File: config.mk
export PLATFORM = sky130hd
export DESIGN_NAME = mbeq_cfg
export DESIGN_NICKNAME = d
export VERILOG_FILES = /design/src/rtl/mbeq_pkg.sv /design/src/rtl/mbeq_cfg.sv
export SDC_FILE = /design/constraint.sdc
export NUM_CORES = 1
export LEC_CHECK = 0
export BUFFER_PORTS_ARGS = -buffer_cell sky130_fd_sc_hd__buf_4
export CAP_MARGIN = 25
export CORE_ASPECT_RATIO = 1.4
export CORE_MARGIN = 5
export CORE_UTILIZATION = 53
export CTS_CLUSTER_DIAMETER = 150
export DETAILED_ROUTE_END_ITERATION = 10
export GPL_TIMING_DRIVEN = 0
export HOLD_SLACK_MARGIN = 0.12
export MAX_ROUTING_LAYER = met4
export PLACE_DENSITY_LB_ADDON = 0.25
export SYNTH_ARGS = -nofsm -noshare
export SYNTH_HDL_FRONTEND = slang
export SYNTH_SLANG_ARGS = --single-unit
export TNS_END_PERCENT = 20
File: constraint.sdc
create_clock -name clk -period 2.1 [get_ports clk]
set_clock_uncertainty 0.2 [all_clocks]
set_input_delay 0.21 -clock clk [delete_from_list [all_inputs] [get_ports clk]]
set_output_delay 0.21 -clock clk [all_outputs]
set_load 0.01 [all_outputs]
File: src/rtl/mbeq_pkg.sv
// Shared types and constants for the multiband biquad cascade equalizer.
package mbeq_pkg;

  localparam int unsigned MaxBands    = 16;
  localparam int unsigned MaxSections = 4;
  localparam int unsigned SampleBits  = 24;
  localparam int unsigned CoefBits    = 32;
  localparam int unsigned NCoef       = 5;
  localparam int unsigned SigBits     = 32;
  localparam int unsigned StateBits   = 40;
  localparam int unsigned AccBits     = 48;
  localparam int unsigned ProdShift   = 19;
  localparam int unsigned GainFrac    = 13;
  localparam int unsigned GainMax     = 32768;
  localparam int unsigned CDepth      = MaxBands * MaxSections;
  localparam int unsigned SecAddrBits = $clog2(CDepth);
  localparam int unsigned ZDepth      = 2 * CDepth;
  localparam int unsigned ZAddrBits   = SecAddrBits + 1;

  typedef enum logic [1:0] {
    ACT_FRAME = 2'd0,
    ACT_COEF  = 2'd1,
    ACT_CLEAR = 2'd2
  } action_t;

  typedef enum logic [2:0] {
    REG_EN     = 3'd0,
    REG_STEREO = 3'd1,
    REG_BANDS  = 3'd2,
    REG_MASK   = 3'd3,
    REG_COUNTS = 3'd4,
    REG_GAIN   = 3'd5
  } reg_idx_t;

  typedef enum logic [2:0] {
    MUL_B0   = 3'd0,
    MUL_B1   = 3'd1,
    MUL_B2   = 3'd2,
    MUL_A1   = 3'd3,
    MUL_A2   = 3'd4,
    MUL_GAIN = 3'd5
  } mul_sel_t;

  typedef enum logic [2:0] {
    ACC_HOLD = 3'd0,
    ACC_P_Z1 = 3'd1,
    ACC_P_Z2 = 3'd2,
    ACC_SAT  = 3'd3,
    ACC_SUB  = 3'd4
  } acc_op_t;

  typedef enum logic [1:0] {
    ACC2_HOLD = 2'd0,
    ACC2_LOAD = 2'd1,
    ACC2_SUB  = 2'd2
  } acc2_op_t;

  typedef enum logic [1:0] {
    X_HOLD  = 2'd0,
    X_LEFT  = 2'd1,
    X_RIGHT = 2'd2,
    X_Y     = 2'd3
  } x_op_t;

  typedef struct packed {
    logic        en;
    logic        stereo;
    logic [4:0]  nb;
    logic [15:0] mask;
    logic [31:0] counts;
    logic [15:0] gain;
  } cfg_t;

  typedef struct packed {
    logic                   in_load;
    logic                   res_init;
    logic                   cw_en;
    logic                   mem_rd;
    logic [SecAddrBits-1:0] sec_addr;
    logic                   ch;
    logic                   clr_z;
    logic                   clr_c;
    logic [ZAddrBits-1:0]   clr_addr;
    logic                   mul_en;
    mul_sel_t               mul_sel;
    logic                   rnd_en;
    acc_op_t                acc_op;
    acc2_op_t               acc2_op;
    logic                   y_en;
    logic                   zw_en;
    x_op_t                  x_op;
    logic                   gain_en;
    logic                   out_load;
  } cmd_t;

endpackage

File: src/rtl/mbeq_cfg.sv
// Configuration register file with clamping of band count and gain.
module mbeq_cfg (
  input  logic                clk,
  input  logic                rst_n,
  input  logic                cfg_we,
  input  logic [2:0]          cfg_index,
  input  logic [31:0]         cfg_wdata,
  output mbeq_pkg::cfg_t      cfg
);

  mbeq_pkg::cfg_t cfg_r;

  always_ff @(posedge clk) begin
    if (!rst_n) begin
      cfg_r.en     <= 1'b0;
      cfg_r.stereo <= 1'b1;
      cfg_r.nb     <= '0;
      cfg_r.mask   <= '0;
      cfg_r.counts <= '0;
      cfg_r.gain   <= 16'd8192;
    end else if (cfg_we) begin
      case (cfg_index)
        mbeq_pkg::REG_EN:     cfg_r.en <= cfg_wdata[0];
        mbeq_pkg::REG_STEREO: cfg_r.stereo <= cfg_wdata[0];
        mbeq_pkg::REG_BANDS:
          cfg_r.nb <= (cfg_wdata[4:0] > 5'(mbeq_pkg::MaxBands)) ?
                      5'(mbeq_pkg::MaxBands) : cfg_wdata[4:0];
        mbeq_pkg::REG_MASK:   cfg_r.mask <= cfg_wdata[15:0];
        mbeq_pkg::REG_COUNTS: cfg_r.counts <= cfg_wdata;
        mbeq_pkg::REG_GAIN:
          cfg_r.gain <= (cfg_wdata[15:0] > 16'(mbeq_pkg::GainMax)) ?
                        16'(mbeq_pkg::GainMax) : cfg_wdata[15:0];
        default: ;
      endcase
    end
  end

  assign cfg = cfg_r;

endmodule

==> impl_metrics.tcl, run 1 <==
set metrics [dict create \
    power_mw 2.713 \
    hp-class "in2reg" \
    use_met2_pct 42.11 \
    clkTransAtPathRegs_ns 0.07 \
    total_leakage_power_nw 1.788 \
    io_pins 109 \
    core_area_um2 5485 \
    cts_tree "built" \
    cp.arrival_ns 2.11 \
    synth_edf_count 0 \
    cts_root_buf "clkbuf_8" \
    place_congestion 0.7793 \
    dr.pass1.iters 4 \
    antenna_found_initial 0 \
    min_period_over_period_pct 99.13 \
    ys_types 31 \
    period_needed_ns 2.082 \
    largest_reg_flops 71 \
    dp_hpwl_um 5643 \
    tightestPinTransition_ns 0.4891 \
    h-tree-depth 3 \
    netlist_area_um2 2960 \
    diodes 0 \
    crit_fanout 10 \
    synth_area_leaders "dfxtp_1 (48%), nand2_1 (12%), a21boi_2 (11%)" \
    netlist_top_cells_count "nand2_1 (94), dfxtp_1 (71), a21boi_2 (30)" \
    die_h_um 98.43 \
    drt-total-wl_um 8210 \
    grt.busiest_layer "met2" \
    dieWidth_um 73.17 \
    synth.net_count 347 \
    outcome "finished clean" \
    grt_pass1_vias 2734 \
    fp-row-count 32 \
    wl_per_cell_um 15.35 \
    synth_largest_area_cell "dfxtp_1" \
    grt_pass1_wl_um 13250 \
    ys.flop_type "dfxtp_1" \
    cap_violations 0 \
    fin_hold_ws_ns 0.1582 \
    instances_no_fill 535 \
    synth_top_area_share_pct 48.01 \
    finalSetupViolations 0 \
    viasPerCell 5.127 \
    globalRouteMet3Util_pct 5.714 \
    insertion_delay_ns 0.34 \
    ys_warn_count 0 \
    dp_cells 482 \
    slew_headroom_pct 67.40 \
    cts.sinks 71 \
    grt.overflow.total 0 \
    synth_most_common_cell "nand2_1" \
    syn_to_final_growth_pct 48.35 \
    grt_use_total_pct 24.53 \
    clock_path_buffers 2 \
    r2r_setup_slack_ns 0.70 \
    power.density_nw_per_um2 617.7 \
    final.setup.tns_ns 0 \
    drc_errors 0 \
    cts_inserted_buffers 9 \
    drt_iter0_drc 131 \
    die-area_um2 7202 \
    ys_ff_latch 71 \
    crit_required_ns 2.13 \
    ir_drop_uv 508.8 \
    drv_slew 0 \
    syn_area_per_cell_um2 9.580 \
    num_vias 2743 \
    drtAntennaViolNets 0 \
    rsz0062_at_grt "false" \
    synthCells 309 \
    cp-end-kind "flop" \
    worst-setup-path-type "in2reg" \
    grt_util_met1_pct 26.59 \
    nets 501 \
    io_buffers 105 \
    initial_core_util_pct 53.97 \
    grt_start_max_net_pins 12 \
    drive_gt1_share_pct 41.54 \
    synth.yosys.seq_area_share_pct 48.01 \
    async_reset_ff_share_pct 0 \
    hold_viol 0 \
    fmax_mhz 480.4 \
    cp-start-kind "input pin" \
]
==> per-layer routing <==
| metal | wire length, um | share of wire, % |
|---|---|---|
| met4 | 257 | 3.1 |
| met3 | 545 | 6.6 |
| met5 | 0 | 0 |
| met1 | 3080 | 38 |
| met2 | 4327 | 53 |
==> repair_timing <==
item / in CTS / in global routing
resized for setup: 0 / 2
endpoints found under the setup margin: 0 / 1
hold endpoints to repair: 71 / 0
buffers inserted: 0 / 1
hold buffers: 37 / 0
==> kinds of logic (layout without fill, tap and decap cells) <==
family                 after synthesis  after routing  share of synthesized area [%]
AND/OR/NAND/NOR                    141            141                          23.54
flip-flops                          71             71                          48.01
AO/OA/AOI/OAI                       70             70                          21.81
buffers and inverters               25            183                          5.959
multiplexers                         2              2                         0.6763
==> metrics by stage <==
step	setup WS [ns]	area, um2	utilization, %
global route	0.0002480	4392	80.06
global placement	0.6548	3834	69.89
finish	0.01822	4392	80.06
detailed placement	0.6264	3834	69.89
CTS	0.03237	4382	79.88
floorplan	0.7967	2960	-
==> layout make-up <==
class                           count  area, um2
Timing Repair Buffer              143       1166
Clock inverter                      5      50.05
Inverter                            1      3.754
Sequential cell                    71       1421
Multi-Input combinational cell    213       1365
Tap cell                           68      85.08
Fill cell                         366       1094
Clock buffer                       10      127.6
Buffer                             24      172.7
==> path summary, 6_finish.rpt <==
check               start  endpoint  depth (start not counted)
min reg2reg       cfg[12]   cfg[12]                          2
max reg2reg       cfg[10]   cfg[10]                          2
max          cfg_index[0]   cfg[10]                          6
min          cfg_index[1]   cfg[70]                          4
==> report_power, final <==
group | leakage [nW] | internal (mW) | switching, mW
registers | 0.574 | 1.37 | 0.0136
clock network | 0.0957 | 0.534 | 0.468
logic | 1.12 | 0.183 | 0.143
total | 1.79 | 2.09 | 0.624
==> worst max-delay path: stages <==
cell	delay [ns]
dlygate4sd3_1	0.56
buf_6	0.15
and4b_1	0.21
and2_4	0.16
a32o_1	0.26
dlygate4sd3_1	0.56
==> layout by cell type (no fill, tap or decap) <==
| cell | netlist | final |
|---|---|---|
| a21oi_1 | 1 | 1 |
| clkinv_2 | 0 | 4 |
| dfxtp_1 | 71 | 71 |
| clkbuf_1 | 6 | 7 |
| mux2i_1 | 2 | 2 |
| buf_2 | 9 | 9 |
| a21boi_1 | 21 | 21 |
| o21ai_1 | 1 | 1 |
| a21boi_0 | 12 | 12 |
| and4b_1 | 2 | 2 |
| nand4b_2 | 1 | 1 |
| buf_6 | 2 | 2 |
| nand4bb_1 | 2 | 2 |
| bufinv_16 | 0 | 1 |
| and4bb_2 | 2 | 2 |
| nor2_1 | 1 | 1 |
| nand2_1 | 94 | 94 |
| and4bb_1 | 1 | 1 |
| buf_8 | 1 | 1 |
| nand3b_1 | 4 | 4 |
| clkbuf_2 | 1 | 1 |
| dlygate4sd3_1 | 0 | 37 |
| buf_4 | 3 | 109 |
| buf_12 | 2 | 2 |
| a21boi_2 | 30 | 30 |
| clkbuf_8 | 0 | 9 |
| nand4b_1 | 1 | 1 |
| and2_4 | 1 | 2 |
| nand2_2 | 20 | 20 |
| nand3_1 | 9 | 9 |
| nor4b_2 | 1 | 1 |
| inv_1 | 1 | 1 |
| a32o_1 | 5 | 5 |
| nor2b_1 | 1 | 1 |
(Power assumes the default switching activity.)
==> run 2, diff against run 1 <==
--- a/config.mk
+++ b/config.mk
@@ -5,7 +5,7 @@
 export SDC_FILE = /design/constraint.sdc
 export NUM_CORES = 1
 export LEC_CHECK = 0
-export BUFFER_PORTS_ARGS = -buffer_cell sky130_fd_sc_hd__buf_4
+export BUFFER_PORTS_ARGS = -buffer_cell sky130_fd_sc_hd__buf_2
 export CAP_MARGIN = 25
 export CORE_ASPECT_RATIO = 1.4
 export CORE_MARGIN = 5
==> impl_metrics.tcl, run 2 (synthesized netlist as in run 1, its figures left out) <==
set metrics [dict create \
    outcome "finished clean" \
    drt_iter0_drc 99 \
    grt_pass1_wl_um 12340 \
    io_buffers 105 \
    final_cell_mix "buf_2 (114), nand2_1 (94), dfxtp_1 (71)" \
    cap_violations 0 \
    fp-row-count 32 \
    io_pins 109 \
    cts_tree "built" \
    fmax_mhz 633.5 \
    grt_pass1_vias 2627 \
    finalSetupViolations 0 \
    cp-endpoint "cfg[26]" \
    r2r_setup_slack_ns 1.27 \
    hp-class "in2reg" \
    syn_to_final_growth_pct 39.60 \
    rsz0062_at_grt "false" \
    cts.sinks 71 \
    final.setup.tns_ns 0 \
    utilization_pct 75.34 \
    layout_commonest_cell "buf_2" \
    grt.overflow.total 0 \
    nets 496 \
    drc_errors 0 \
    clock_path_buffers 2 \
    crit_required_ns 2.18 \
    crit_top_cell "buf_2" \
    tightestPinTransition_ns 0.4384 \
    dieWidth_um 73.17 \
    drv_slew 0 \
    drtAntennaViolNets 0 \
    r2r_start "cfg[4]" \
    place_congestion 0.7594 \
    worst_r2r_path_depth 1 \
    wl_per_cell_um 14.56 \
    diodes 0 \
    dp_hpwl_um 5429 \
    cp.arrival_ns 1.66 \
    drt-total-wl_um 7733 \
    cts_resized 0 \
    slowest_delay_ns 0.55 \
    initial_core_util_pct 53.97 \
    cp-start-kind "input pin" \
    clkTransAtPathRegs_ns 0.07 \
    grt_use_total_pct 22.59 \
    min_period_over_period_pct 75.17 \
    core_area_um2 5485 \
    antenna_found_initial 0 \
    ir_drop_uv 590.7 \
    worst-setup-path-type "in2reg" \
    crit_fanout 10 \
    setup.worst_path.start "cfg_index[0]" \
    viasPerCell 4.923 \
    r2r_end "cfg[4]" \
    slew_headroom_pct 70.77 \
    period_needed_ns 1.579 \
    critPathSlowestCell "dlygate4sd3_1" \
    h-tree-depth 3 \
    path_cells "dlygate4sd3_1 -> buf_6 -> nand4bb_1 -> buf_2 -> buf_2 -> nand2_1 -> a21boi_2" \
    dr.pass1.iters 6 \
    power.density_nw_per_um2 700.1 \
    total_leakage_power_nw 1.747 \
    drive_gt1_share_pct 41.90 \
    cp-end-kind "flop" \
    insertion_delay_ns 0.34 \
    die-area_um2 7202 \
    die_h_um 98.43 \
    num_vias 2614 \
    hold_viol 0 \
    cts_inserted_buffers 9 \
    largest_reg_flops 71 \
    grt_start_max_net_pins 13 \
    cts_root_buf "clkbuf_8" \
]
run 2: cell count changes in the layout (fill, tap and decap cells not counted), sizes merged:
cell         change
clkinv           -3
buf              -1
clkbuf           +1
bufinv           +1
clkinvlp         +2
dlygate4sd3      -4
run 2: power breakdown:
part           total (mW)  switching, mW  internal (mW)
Combinational       0.285          0.137          0.147
Sequential           1.38         0.0114           1.37
Clock                1.23          0.495          0.731
Total                2.89          0.643           2.25
run 2: area by class of cell:
class / count / area (um2)
Multi-Input combinational cell: 213 / 1363
Sequential cell: 71 / 1421
Tap cell: 68 / 85.08
Clock buffer: 11 / 151.4
Inverter: 1 / 3.754
Buffer: 24 / 172.7
Clock inverter: 5 / 80.08
Fill cell: 416 / 1353
Timing Repair Buffer: 138 / 855.8
run 2: worst min-delay path by stage:
stage	to	cells after the start	start
2_1_floorplan	cfg[27]	2	cfg_wdata[11]
3_3_place_gp	cfg[6]	2	cfg[6]
3_5_place_dp	cfg[6]	2	cfg[6]
4_1_cts	cfg[70]	4	cfg_index[2]
5_1_grt	cfg[70]	4	cfg_index[2]
6_report	cfg[69]	3	rst_n
run 2: what timing repair did:
action / 4_1_cts / 5_1_grt
endpoints found under the setup margin: 0 / 0
buffers inserted: 0 / 0
hold endpoints to repair: 71 / 0
hold buffers: 33 / 0
run 2: stage by stage:
| stage | instance area [um2] | setup WS, ns | power, mW | cells | hold WS [ns] |
|---|---|---|---|---|---|
| after floorplan | 2960 | 0.7967 | 1.544 | 309 | 0.1367 |
| after CTS | 4133 | 0.5358 | 2.916 | 531 | 0.1329 |
| after global routing | 4133 | 0.4485 | 3.008 | 531 | 0.1587 |
| final | 4133 | 0.5214 | 2.893 | 531 | 0.1443 |
| after detailed placement | 3571 | 0.6248 | 1.652 | 482 | 0.2382 |
| after global placement | 3571 | 0.6484 | 1.647 | 482 | 0.2339 |
run 2: critical path: cells and delay by family:
family	cells	cell delay, ns
AOI/OAI and AO/OA	1	0.13
and+or+nand+nor	2	0.24
buffers and inverters	4	1.09
run 2: per-layer routing:
layer	vias to the layer above	GRT usage, %	share of wire, %
met2	75	40.18	53
met5	-	-	0
met1	1200	24.01	38
met4	0	7.813	1.6
li1	1327	-	-
met3	12	4.898	6.9
