===== config.mk =====
export PLATFORM = sky130hd
export DESIGN_NAME = mbeq_ctrl
export DESIGN_NICKNAME = d
export VERILOG_FILES = /design/src/rtl/mbeq_pkg.sv /design/src/rtl/mbeq_ctrl.sv
export SDC_FILE = /design/constraint.sdc
export NUM_CORES = 1
export LEC_CHECK = 0
export ABC_AREA = 0
export BUFFER_PORTS_ARGS = -buffer_cell sky130_fd_sc_hd__clkbuf_2
export CORE_MARGIN = 3
export CORE_UTILIZATION = 43
export DETAILED_ROUTE_END_ITERATION = 12
export PLACE_DENSITY_LB_ADDON = 0.08
export SYNTH_ARGS = -nofsm -noshare
export SYNTH_HDL_FRONTEND = slang
export SYNTH_SLANG_ARGS = --single-unit

===== constraint.sdc =====
create_clock -name clk -period 3.23 [get_ports clk]
set_input_delay 0.646 -clock clk [delete_from_list [all_inputs] [get_ports clk]]
set_output_delay 0.646 -clock clk [all_outputs]
set_load 0.02 [all_outputs]

===== src/rtl/mbeq_pkg.sv =====
// Shared types and constants for the multiband biquad cascade equalizer.
package mbeq_pkg;

  localparam int unsigned MaxBands    = 16;
  localparam int unsigned MaxSections = 4;
  localparam int unsigned SampleBits  = 24;
  localparam int unsigned CoefBits    = 32;
  localparam int unsigned NCoef       = 5;
  localparam int unsigned SigBits     = 32;
  localparam int unsigned StateBits   = 40;
  localparam int unsigned AccBits     = 48;
  localparam int unsigned ProdShift   = 19;
  localparam int unsigned GainFrac    = 13;
  localparam int unsigned GainMax     = 32768;
  localparam int unsigned CDepth      = MaxBands * MaxSections;
  localparam int unsigned SecAddrBits = $clog2(CDepth);
  localparam int unsigned ZDepth      = 2 * CDepth;
  localparam int unsigned ZAddrBits   = SecAddrBits + 1;

  typedef enum logic [1:0] {
    ACT_FRAME = 2'd0,
    ACT_COEF  = 2'd1,
    ACT_CLEAR = 2'd2
  } action_t;

  typedef enum logic [2:0] {
    REG_EN     = 3'd0,
    REG_STEREO = 3'd1,
    REG_BANDS  = 3'd2,
    REG_MASK   = 3'd3,
    REG_COUNTS = 3'd4,
    REG_GAIN   = 3'd5
  } reg_idx_t;

  typedef enum logic [2:0] {
    MUL_B0   = 3'd0,
    MUL_B1   = 3'd1,
    MUL_B2   = 3'd2,
    MUL_A1   = 3'd3,
    MUL_A2   = 3'd4,
    MUL_GAIN = 3'd5
  } mul_sel_t;

  typedef enum logic [2:0] {
    ACC_HOLD = 3'd0,
    ACC_P_Z1 = 3'd1,
    ACC_P_Z2 = 3'd2,
    ACC_SAT  = 3'd3,
    ACC_SUB  = 3'd4
  } acc_op_t;

  typedef enum logic [1:0] {
    ACC2_HOLD = 2'd0,
    ACC2_LOAD = 2'd1,
    ACC2_SUB  = 2'd2
  } acc2_op_t;

  typedef enum logic [1:0] {
    X_HOLD  = 2'd0,
    X_LEFT  = 2'd1,
    X_RIGHT = 2'd2,
    X_Y     = 2'd3
  } x_op_t;

  typedef struct packed {
    logic        en;
    logic        stereo;
    logic [4:0]  nb;
    logic [15:0] mask;
    logic [31:0] counts;
    logic [15:0] gain;
  } cfg_t;

  typedef struct packed {
    logic                   in_load;
    logic                   res_init;
    logic                   cw_en;
    logic                   mem_rd;
    logic [SecAddrBits-1:0] sec_addr;
    logic                   ch;
    logic                   clr_z;
    logic                   clr_c;
    logic [ZAddrBits-1:0]   clr_addr;
    logic                   mul_en;
    mul_sel_t               mul_sel;
    logic                   rnd_en;
    acc_op_t                acc_op;
    acc2_op_t               acc2_op;
    logic                   y_en;
    logic                   zw_en;
    x_op_t                  x_op;
    logic                   gain_en;
    logic                   out_load;
  } cmd_t;

endpackage


===== src/rtl/mbeq_ctrl.sv =====
// Controller: beat acceptance, band/section sequencing, clearing sweeps, output valid.
module mbeq_ctrl (
  input  logic           clk,
  input  logic           rst_n,
  input  mbeq_pkg::cfg_t cfg,
  input  logic           in_valid,
  input  logic [1:0]     in_action,
  input  logic [2:0]     in_coef_index,
  input  logic           out_stall,
  output logic           in_stall,
  output logic           out_valid,
  output mbeq_pkg::cmd_t cmd
);

  localparam int unsigned ZAW = mbeq_pkg::ZAddrBits;

  typedef enum logic [4:0] {
    ST_IDLE, ST_CLR, ST_SEL, ST_RD, ST_B0, ST_RND0, ST_B1, ST_SAT, ST_Y,
    ST_A1, ST_A2, ST_SUB1, ST_SUB2, ST_WB, ST_GMUL, ST_GRND, ST_DONE
  } state_t;

  state_t         state_r;
  logic [4:0]     band_r;
  logic [1:0]     sec_r;
  logic           ch_r;
  logic [ZAW-1:0] cnt_r;
  logic           clr_c_r;
  logic           out_valid_r;

  logic accept;
  logic bypass;
  logic last_sec;
  logic out_free;

  assign accept   = in_valid && (state_r == ST_IDLE);
  assign bypass   = !cfg.en || (cfg.nb == '0);
  assign last_sec = (sec_r == cfg.counts[{band_r[3:0], 1'b0} +: 2]);
  assign out_free = !out_valid_r || !out_stall;
  assign in_stall = (state_r != ST_IDLE);
  assign out_valid = out_valid_r;

  always_comb begin
    cmd          = '0;
    cmd.sec_addr = {band_r[3:0], sec_r};
    cmd.ch       = ch_r;
    cmd.clr_addr = cnt_r;
    case (state_r)
      ST_IDLE: begin
        if (accept) begin
          case (mbeq_pkg::action_t'(in_action))
            mbeq_pkg::ACT_FRAME: begin
              cmd.in_load  = 1'b1;
              cmd.res_init = 1'b1;
              cmd.x_op     = mbeq_pkg::X_LEFT;
            end
            mbeq_pkg::ACT_COEF: cmd.cw_en = (in_coef_index < 3'(mbeq_pkg::NCoef));
            default: ;
          endcase
        end
      end
      ST_CLR: begin
        cmd.clr_z = 1'b1;
        cmd.clr_c = clr_c_r && (cnt_r < ZAW'(mbeq_pkg::CDepth));
      end
      ST_RD: cmd.mem_rd = 1'b1;
      ST_B0: begin
        cmd.mul_en  = 1'b1;
        cmd.mul_sel = mbeq_pkg::MUL_B0;
      end
      ST_RND0: cmd.rnd_en = 1'b1;
      ST_B1: begin
        cmd.acc_op  = mbeq_pkg::ACC_P_Z1;
        cmd.mul_en  = 1'b1;
        cmd.mul_sel = mbeq_pkg::MUL_B1;
      end
      ST_SAT: begin
        cmd.acc_op = mbeq_pkg::ACC_SAT;
        cmd.rnd_en = 1'b1;
      end
      ST_Y: begin
        cmd.y_en    = 1'b1;
        cmd.acc_op  = mbeq_pkg::ACC_P_Z2;
        cmd.mul_en  = 1'b1;
        cmd.mul_sel = mbeq_pkg::MUL_B2;
      end
      ST_A1: begin
        cmd.mul_en  = 1'b1;
        cmd.mul_sel = mbeq_pkg::MUL_A1;
        cmd.rnd_en  = 1'b1;
      end
      ST_A2: begin
        cmd.acc2_op = mbeq_pkg::ACC2_LOAD;
        cmd.rnd_en  = 1'b1;
        cmd.mul_en  = 1'b1;
        cmd.mul_sel = mbeq_pkg::MUL_A2;
      end
      ST_SUB1: begin
        cmd.acc_op = mbeq_pkg::ACC_SUB;
        cmd.rnd_en = 1'b1;
      end
      ST_SUB2: cmd.acc2_op = mbeq_pkg::ACC2_SUB;
      ST_WB: begin
        cmd.zw_en = 1'b1;
        cmd.x_op  = mbeq_pkg::X_Y;
      end
      ST_GMUL: begin
        cmd.mul_en  = 1'b1;
        cmd.mul_sel = mbeq_pkg::MUL_GAIN;
      end
      ST_GRND: begin
        cmd.gain_en = 1'b1;
        if (!ch_r && cfg.stereo) cmd.x_op = mbeq_pkg::X_RIGHT;
      end
      ST_DONE: cmd.out_load = out_free;
      default: ;
    endcase
  end

  always_ff @(posedge clk) begin
    if (!rst_n) begin
      state_r     <= ST_CLR;
      cnt_r       <= '0;
      clr_c_r     <= 1'b1;
      band_r      <= '0;
      sec_r       <= '0;
      ch_r        <= 1'b0;
      out_valid_r <= 1'b0;
    end else begin
      if (cmd.out_load) out_valid_r <= 1'b1;
      else if (out_valid_r && !out_stall) out_valid_r <= 1'b0;

      case (state_r)
        ST_IDLE: begin
          if (accept) begin
            case (mbeq_pkg::action_t'(in_action))
              mbeq_pkg::ACT_FRAME: begin
                ch_r    <= 1'b0;
                band_r  <= '0;
                state_r <= bypass ? ST_DONE : ST_SEL;
              end
              mbeq_pkg::ACT_CLEAR: begin
                cnt_r   <= '0;
                clr_c_r <= 1'b0;
                state_r <= ST_CLR;
              end
              default: ;
            endcase
          end
        end
        ST_CLR: begin
          cnt_r <= cnt_r + 1'b1;
          if (cnt_r == ZAW'(mbeq_pkg::ZDepth - 1)) state_r <= ST_IDLE;
        end
        ST_SEL: begin
          if (band_r == cfg.nb) begin
            state_r <= ST_GMUL;
          end else if (!cfg.mask[band_r[3:0]]) begin
            band_r <= band_r + 1'b1;
          end else begin
            sec_r   <= '0;
            state_r <= ST_RD;
          end
        end
        ST_RD:   state_r <= ST_B0;
        ST_B0:   state_r <= ST_RND0;
        ST_RND0: state_r <= ST_B1;
        ST_B1:   state_r <= ST_SAT;
        ST_SAT:  state_r <= ST_Y;
        ST_Y:    state_r <= ST_A1;
        ST_A1:   state_r <= ST_A2;
        ST_A2:   state_r <= ST_SUB1;
        ST_SUB1: state_r <= ST_SUB2;
        ST_SUB2: state_r <= ST_WB;
        ST_WB: begin
          if (last_sec) begin
            band_r  <= band_r + 1'b1;
            state_r <= ST_SEL;
          end else begin
            sec_r   <= sec_r + 1'b1;
            state_r <= ST_RD;
          end
        end
        ST_GMUL: state_r <= ST_GRND;
        ST_GRND: begin
          if (!ch_r && cfg.stereo) begin
            ch_r    <= 1'b1;
            band_r  <= '0;
            state_r <= ST_SEL;
          end else begin
            state_r <= ST_DONE;
          end
        end
        ST_DONE: if (out_free) state_r <= ST_IDLE;
        default: state_r <= ST_IDLE;
      endcase
    end
  end

`ifndef SYNTHESIS
  a_band_in_range: assert property (@(posedge clk) disable iff (!rst_n)
    (state_r == ST_SEL) |-> (band_r <= cfg.nb))
    else $error("band counter past active band count");

  a_out_load_valid: assert property (@(posedge clk) disable iff (!rst_n)
    cmd.out_load |=> out_valid_r)
    else $error("result load did not raise valid");

  a_clr_holds: assert property (@(posedge clk) disable iff (!rst_n)
    (state_r == ST_CLR && cnt_r != ZAW'(mbeq_pkg::ZDepth - 1)) |=> (state_r == ST_CLR))
    else $error("clearing sweep left early");

  a_load_when_free: assert property (@(posedge clk) disable iff (!rst_n)
    cmd.out_load |-> (!out_valid_r || !out_stall))
    else $error("result overwritten while stalled");
`endif

endmodule


==> key figures, run 1 <==
Finish
  • Antenna diodes: 0
  • Fraction of layout cells with a size suffix above 1: 0.400
  • Design area: 2520 um2
  • Number of nets in the layout: 418
  • Filler cells: 450
  • Most frequent cells in the layout: clkbuf_2, nor2_1, nand2_1
  • Most common cell after layout, fill and taps aside: clkbuf_2
  • Synth-to-Final Area Change: 27.6%
  • Layout Utilization: 0.575

Pwr
  • Flop pwr share: 0.450
  • Leak Pwr: 1.15 nW
  • Overall power: 0.000620 W
  • P per Cell Area: 246 nW/um2
  • VDD IR max: 0.147 mV
  • Switch share: 0.210
  • Clock Power Share: 0.415
  • P_int: 0.000490 W
  • Combinational Power Share: 0.135
  • Psw: 0.000130 W

STA
  • Final hold viol count: 0
  • Layout Skew: 5.74 ps
  • Hold slack: 443 ps
  • Tightest Pin Transition: 597 ps
  • Slew HR: 0.602
  • Tmin final: 2790 ps
  • Unrepaired setup endpoints after global routing: no
  • Setup violators final: 0
  • Final setup TNS: 0 ps
  • FMAX: 358 MHz
  • Tcrit/Tclk final: 0.864
  • Pins Over Slew Limit: 0

Synth
  • Post-synth EDFFs: 0
  • Largest area contributor in the netlist: dfxtp_1
  • Synth top area share: 0.223
  • Cell area after synthesis: 1970 um2
  • Yosys warns: 0
  • Distinct cells, synth: 58
  • FFs w/ async S/R, synth: 0
  • Register bit total from synthesis: 22
  • Top area cells in the synthesized netlist: dfxtp_1, mux4_2, nand2_1, nor2_1, mux2i_1
  • Net count after synthesis: 328
  • Cells after Synth: 246
  • Dominant synthesized flop cell: dfxtp_1
  • Register area share after synthesis: 0.223
  • Syn_area_per_cell: 8.03 um2

Floorplanning
  • Num rows: 24
  • DIE AREA: 5440 um2
  • Initial Util: 0.450
  • Die Width: 73.8 um
  • Die height: 73.8 um
  • Core Area: 4380 um2
  • # IOs: 118

CTS
  • H-tree Lvls: 1
  • Clock latency at the later pin of the worst-skew pair: 260 ps
  • CTS tree: built
  • Post-CTS Hold Fix Bufs: 0
  • Clock buffer depth: 2
  • Clock Tree Root: clkbuf_8
  • Worst-path clk slew: 80 ps
  • Post-CTS setup repair buffer count: 0
  • Clk sink count: 22
  • Post-cts resize count: 0
  • Num CTS Buffers: 3

Min path
  • Hold Crit Start: clr_c_r
  • Min-Delay Path Class: flop to flop
  • WHS Path Cells: 2

Global routing
  • Initial antenna violation count: 0
  • GR Overflow Total: 0
  • Global-route wire length before repair: 8.58 mm
  • Gr usage total: 0.196
  • Largest net degree at the start of global routing: 21
  • Vias in the first global route: 1930

Critical path
  • Critical path capture point type: primary output
  • Worst endpoint required time: 2580 ps
  • Crit-path max FO: 20
  • Worst setup path startpoint: state_r[3]
  • Worst Path Class, Setup: flop to primary output
  • Worst R2R Start: band_r[0]
  • WP data arrival: 2150 ps
  • Crit path launch type: flop
  • Reg2reg path depth: 7

Route
  • Total wire length: 5.16 mm
  • # DRC: 0
  • DR iter-0 viols: 120
  • Via count of the routed design: 2129
  • DR vias/cell: 5.50
  • Antenna-violating nets left: 0
  • Pre-antenna DRT Iters: 4
  • Routed length per placed instance: 13.3 um

Placed design
  • Placed Instance Area: 2450 um2
  • Buffers on Ports: 101
  • Hpwl dp: 4.14 mm
  • Gpl congestion: 0.775

Flow run
  • Max_cap viols: 0

Status
  • Status: finished clean
[cells in the mapped netlist, drive strengths merged, types with 2 or more instances]
cell type  instances
o21ai              9
o22ai              3
nand3             13
nand4              3
nor3b              3
nor2              28
clkbuf             6
or2                4
o31ai              2
nand2             28
nor2b              5
a2111oi            2
xor2               4
dfxtp             22
mux2i             10
or3b               2
or3                4
a21oi             14
and2               2
ha                 2
xnor2              7
inv                7
mux2               3
o211ai             3
mux4              10
nand3b             2
nand2b             5
buf               14
nor3               5
a211oi             2
a31oi              3
and3               5
[layout make-up]
class	instances	area (um2)	share of cell area
Multi-Input combinational cell	196	1380	0.547
Timing Repair Buffer	105	536	0.213
Sequential cell	22	440	0.175
Tap cell	52	65.1	0.0258
Clock buffer	3	41.3	0.0164
Clock inverter	1	30.0	0.0119
Inverter	8	30.0	0.0119
[per-stage QoR]
step / instances / setup slack (ps)
global placement: 383 / 697
CTS: 387 / 474
detailed placement: 383 / 615
floorplan: 246 / 995
finish: 387 / 438
global route: 387 / 258
[per-layer routing]
layer / up-vias / track usage / part of all wire
li1: 1065 / - / -
met1: 981 / 0.258 / 0.42
met2: 81 / 0.343 / 0.51
met3: 2 / 0.0328 / 0.066
met4: 0 / 0.0241 / 0.0037
met5: - / 0 / 0
[logic make-up after synthesis]
family | after synthesis | share of synthesized area
xor+xnor | 11 | 0.0488
flops | 22 | 0.223
simple gates | 112 | 0.290
fa+ha+maj | 2 | 0.0127
buf+inv | 28 | 0.0792
compound gates | 48 | 0.164
mux | 23 | 0.182
[critical path, cell delays in order, from the launching register on]
cell	delay (ps)
dfxtp_1	490
nor2_1	420
nand3_1	190
or3_1	430
inv_1	160
clkbuf_2	190
[state kept, by name, indices dropped and copies added, names as in the netlist]
register,flops
ch_r,1
state_r,5
out_valid,1
sec_r,2
cnt_r,7
clr_c_r,1
band_r,5
[power groups by stage]
stage | clock, W | sequential, W | combinational [W]
after CTS | 0.000263 | 0.000279 | 0.0000853
final | 0.000257 | 0.000279 | 0.0000839
after detailed placement | 0 | 0.000285 | 0.0000850
after global placement | 0 | 0.000285 | 0.0000829
after floorplan | 0 | 0.000288 | 0.0000339
after global routing | 0.000274 | 0.000280 | 0.0000957
[final timing paths]
check,endpoint,slack [ps]
setup / recovery,cmd[34],440
hold / removal,clr_c_r,440
setup reg to reg,band_r[0],650
hold reg to reg,clr_c_r,440
(Power assumes the default switching activity.)
==> run 2, diff against run 1 <==
--- a/config.mk
+++ b/config.mk
@@ -8,7 +8,7 @@
 export ABC_AREA = 0
 export BUFFER_PORTS_ARGS = -buffer_cell sky130_fd_sc_hd__clkbuf_2
 export CORE_MARGIN = 3
-export CORE_UTILIZATION = 43
+export CORE_UTILIZATION = 47
 export DETAILED_ROUTE_END_ITERATION = 12
 export PLACE_DENSITY_LB_ADDON = 0.08
 export SYNTH_ARGS = -nofsm -noshare
==> run 2 against run 1 <==
Register-to-register slack worse by 40 ps. Final cell count shrank 1.6%. Utilization is 7.4 points higher. Sequential cell count stayed put. Sequential power hardly changed. Largest cell class unchanged.
==> key figures, run 2 (same netlist as run 1, synthesis figures left out) <==
Finish
  • Area occupied by registers: 440 um2
  • Area of the multi-input gates: 1380 um2
  • Antenna diodes: 0
  • Filler cells: 364
  • Number of nets in the layout: 416
  • Max FFs per register: 7
  • Most frequent cells in the layout: clkbuf_2, nor2_1, nand2_1
  • Design area: 2500 um2
  • Biggest regs: cnt_r: 7 flops, band_r: 5 flops, state_r: 5 flops
  • Layout Utilization: 0.649
  • Biggest register: cnt_r
  • Fraction of layout cells with a size suffix above 1: 0.396
  • Most common cell after layout, fill and taps aside: clkbuf_2
  • Synth-to-Final Area Change: 26.6%

Critical path
  • Crit-path max FO: 20
  • Worst Path Class, Setup: flop to primary output
  • WP data arrival: 2120 ps
  • Critical-path top delay cell: dfxtp_1
  • Crit-path cells: nor2_1, nand3_1, or3_1, inv_1, clkbuf_2
  • Crit path max-delay family: simple AND/OR/NAND/NOR gates
  • Crit path buf inv count: 2
  • Reg2Reg Setup Slack: 610 ps
  • Crit-path max cell delay: 490 ps
  • Worst setup path startpoint: state_r[3]
  • Critical path depth: 5
  • Worst R2R Start: band_r[0]
  • RR Endpoint: band_r[1]
  • Crit path launch type: flop
  • Worst endpoint required time: 2580 ps
  • Critical path endpoint: cmd[34]
  • Critical path capture point type: primary output
  • Reg2reg path depth: 7

STA
  • Unrepaired setup endpoints after global routing: no
  • Tcrit/Tclk final: 0.857
  • FMAX: 361 MHz
  • Setup violators final: 0
  • Pins Over Slew Limit: 0
  • Tmin final: 2770 ps
  • Final setup TNS: 0 ps
  • Layout Skew: 1.87 ps
  • Final WS setup: 463 ps
  • Slew HR: 0.562
  • Tightest Pin Transition: 656 ps
  • Final hold viol count: 0

Floorplanning
  • DIE AREA: 5010 um2
  • Die Width: 70.8 um
  • Die height: 70.8 um
  • Core Area: 3850 um2
  • Initial Util: 0.512
  • # IOs: 118
  • Num rows: 22

Global routing
  • Largest net degree at the start of global routing: 21
  • Initial antenna violation count: 0
  • Global-route wire length before repair: 8.35 mm
  • GR Overflow Total: 0
  • Vias in the first global route: 2024
  • Gr usage total: 0.197

Route
  • DR iter-0 viols: 118
  • Pre-antenna DRT Iters: 4
  • Routed length per placed instance: 12.9 um
  • Antenna-violating nets left: 0
  • # DRC: 0
  • DR vias/cell: 5.54
  • Via count of the routed design: 2109
  • Total wire length: 4.91 mm

Flow run
  • Max_cap viols: 0

Min path
  • WHS Path Cells: 2
  • Min-Delay Path Class: flop to flop
  • Hold Crit Start: clr_c_r

Placed design
  • Pre-CTS WS: 586 ps
  • Hpwl dp: 4.00 mm
  • Buffers on Ports: 101
  • Gpl congestion: 0.784
  • Placed Instance Area: 2430 um2

CTS
  • Clock Tree Root: clkbuf_8
  • Post-CTS Hold Fix Bufs: 0
  • Post-CTS setup repair buffer count: 0
  • H-tree Lvls: 1
  • Clock buffer depth: 2
  • Num CTS Buffers: 3
  • Clk sink count: 22
  • CTS tree: built
  • Post-cts resize count: 0
  • Worst-path clk slew: 80 ps
  • Clock latency at the later pin of the worst-skew pair: 260 ps

Status
  • Status: finished clean

Pwr
  • P per Cell Area: 248 nW/um2
  • Overall power: 0.000621 W
  • Leak Pwr: 1.14 nW
  • VDD IR max: 0.157 mV
-- run 2: metrics by stage --
stage	hold slack, ps	cells
2_1_floorplan	415	246
3_3_place_gp	428	377
3_5_place_dp	430	377
4_1_cts	446	381
5_1_grt	475	381
6_report	442	381
-- run 2: worst register-to-register path, delay by kind of cell, from the launching register on --
kind | cells | cell delay [ps]
AOI/OAI and AO/OA | 3 | 650
muxes | 2 | 770
and+or+nand+nor | 1 | 230
xor gates and xnor gates | 1 | 160
DFF | 1 | 750
-- run 2: how the worst min path moves through the flow --
stage / slack, ps / endpoint
3_3_place_gp: 430 / clr_c_r
3_5_place_dp: 430 / clr_c_r
4_1_cts: 450 / clr_c_r
2_1_floorplan: 420 / clr_c_r
6_report: 440 / clr_c_r
5_1_grt: 480 / clr_c_r
-- run 2: per-layer routing --
layer	wire [um]	share of wire	vias to the layer above	global-route usage
met4	25	0.0051	0	0.0376
li1	-	-	1061	-
met5	0	0	-	0
met1	2060	0.42	976	0.243
met2	2500	0.51	68	0.355
met3	333	0.068	4	0.0426
-- run 2: final cells by class --
| type | count | share of cell area |
|---|---|---|
| Tap cell | 48 | 0.0240 |
| Multi-Input combinational cell | 196 | 0.551 |
| Inverter | 8 | 0.0120 |
| Clock inverter | 1 | 0.0120 |
| Sequential cell | 22 | 0.176 |
| Clock buffer | 3 | 0.0165 |
| Timing Repair Buffer | 103 | 0.208 |
-- run 2: report_power, final --
part | switching (W) | internal (W) | total (W) | leakage, nW
sequential | 0.00000449 | 0.000274 | 0.000279 | 0.178
combinational | 0.0000340 | 0.0000496 | 0.0000837 | 0.930
clock | 0.0000932 | 0.000166 | 0.000259 | 0.0357
total | 0.000132 | 0.000489 | 0.000621 | 1.14
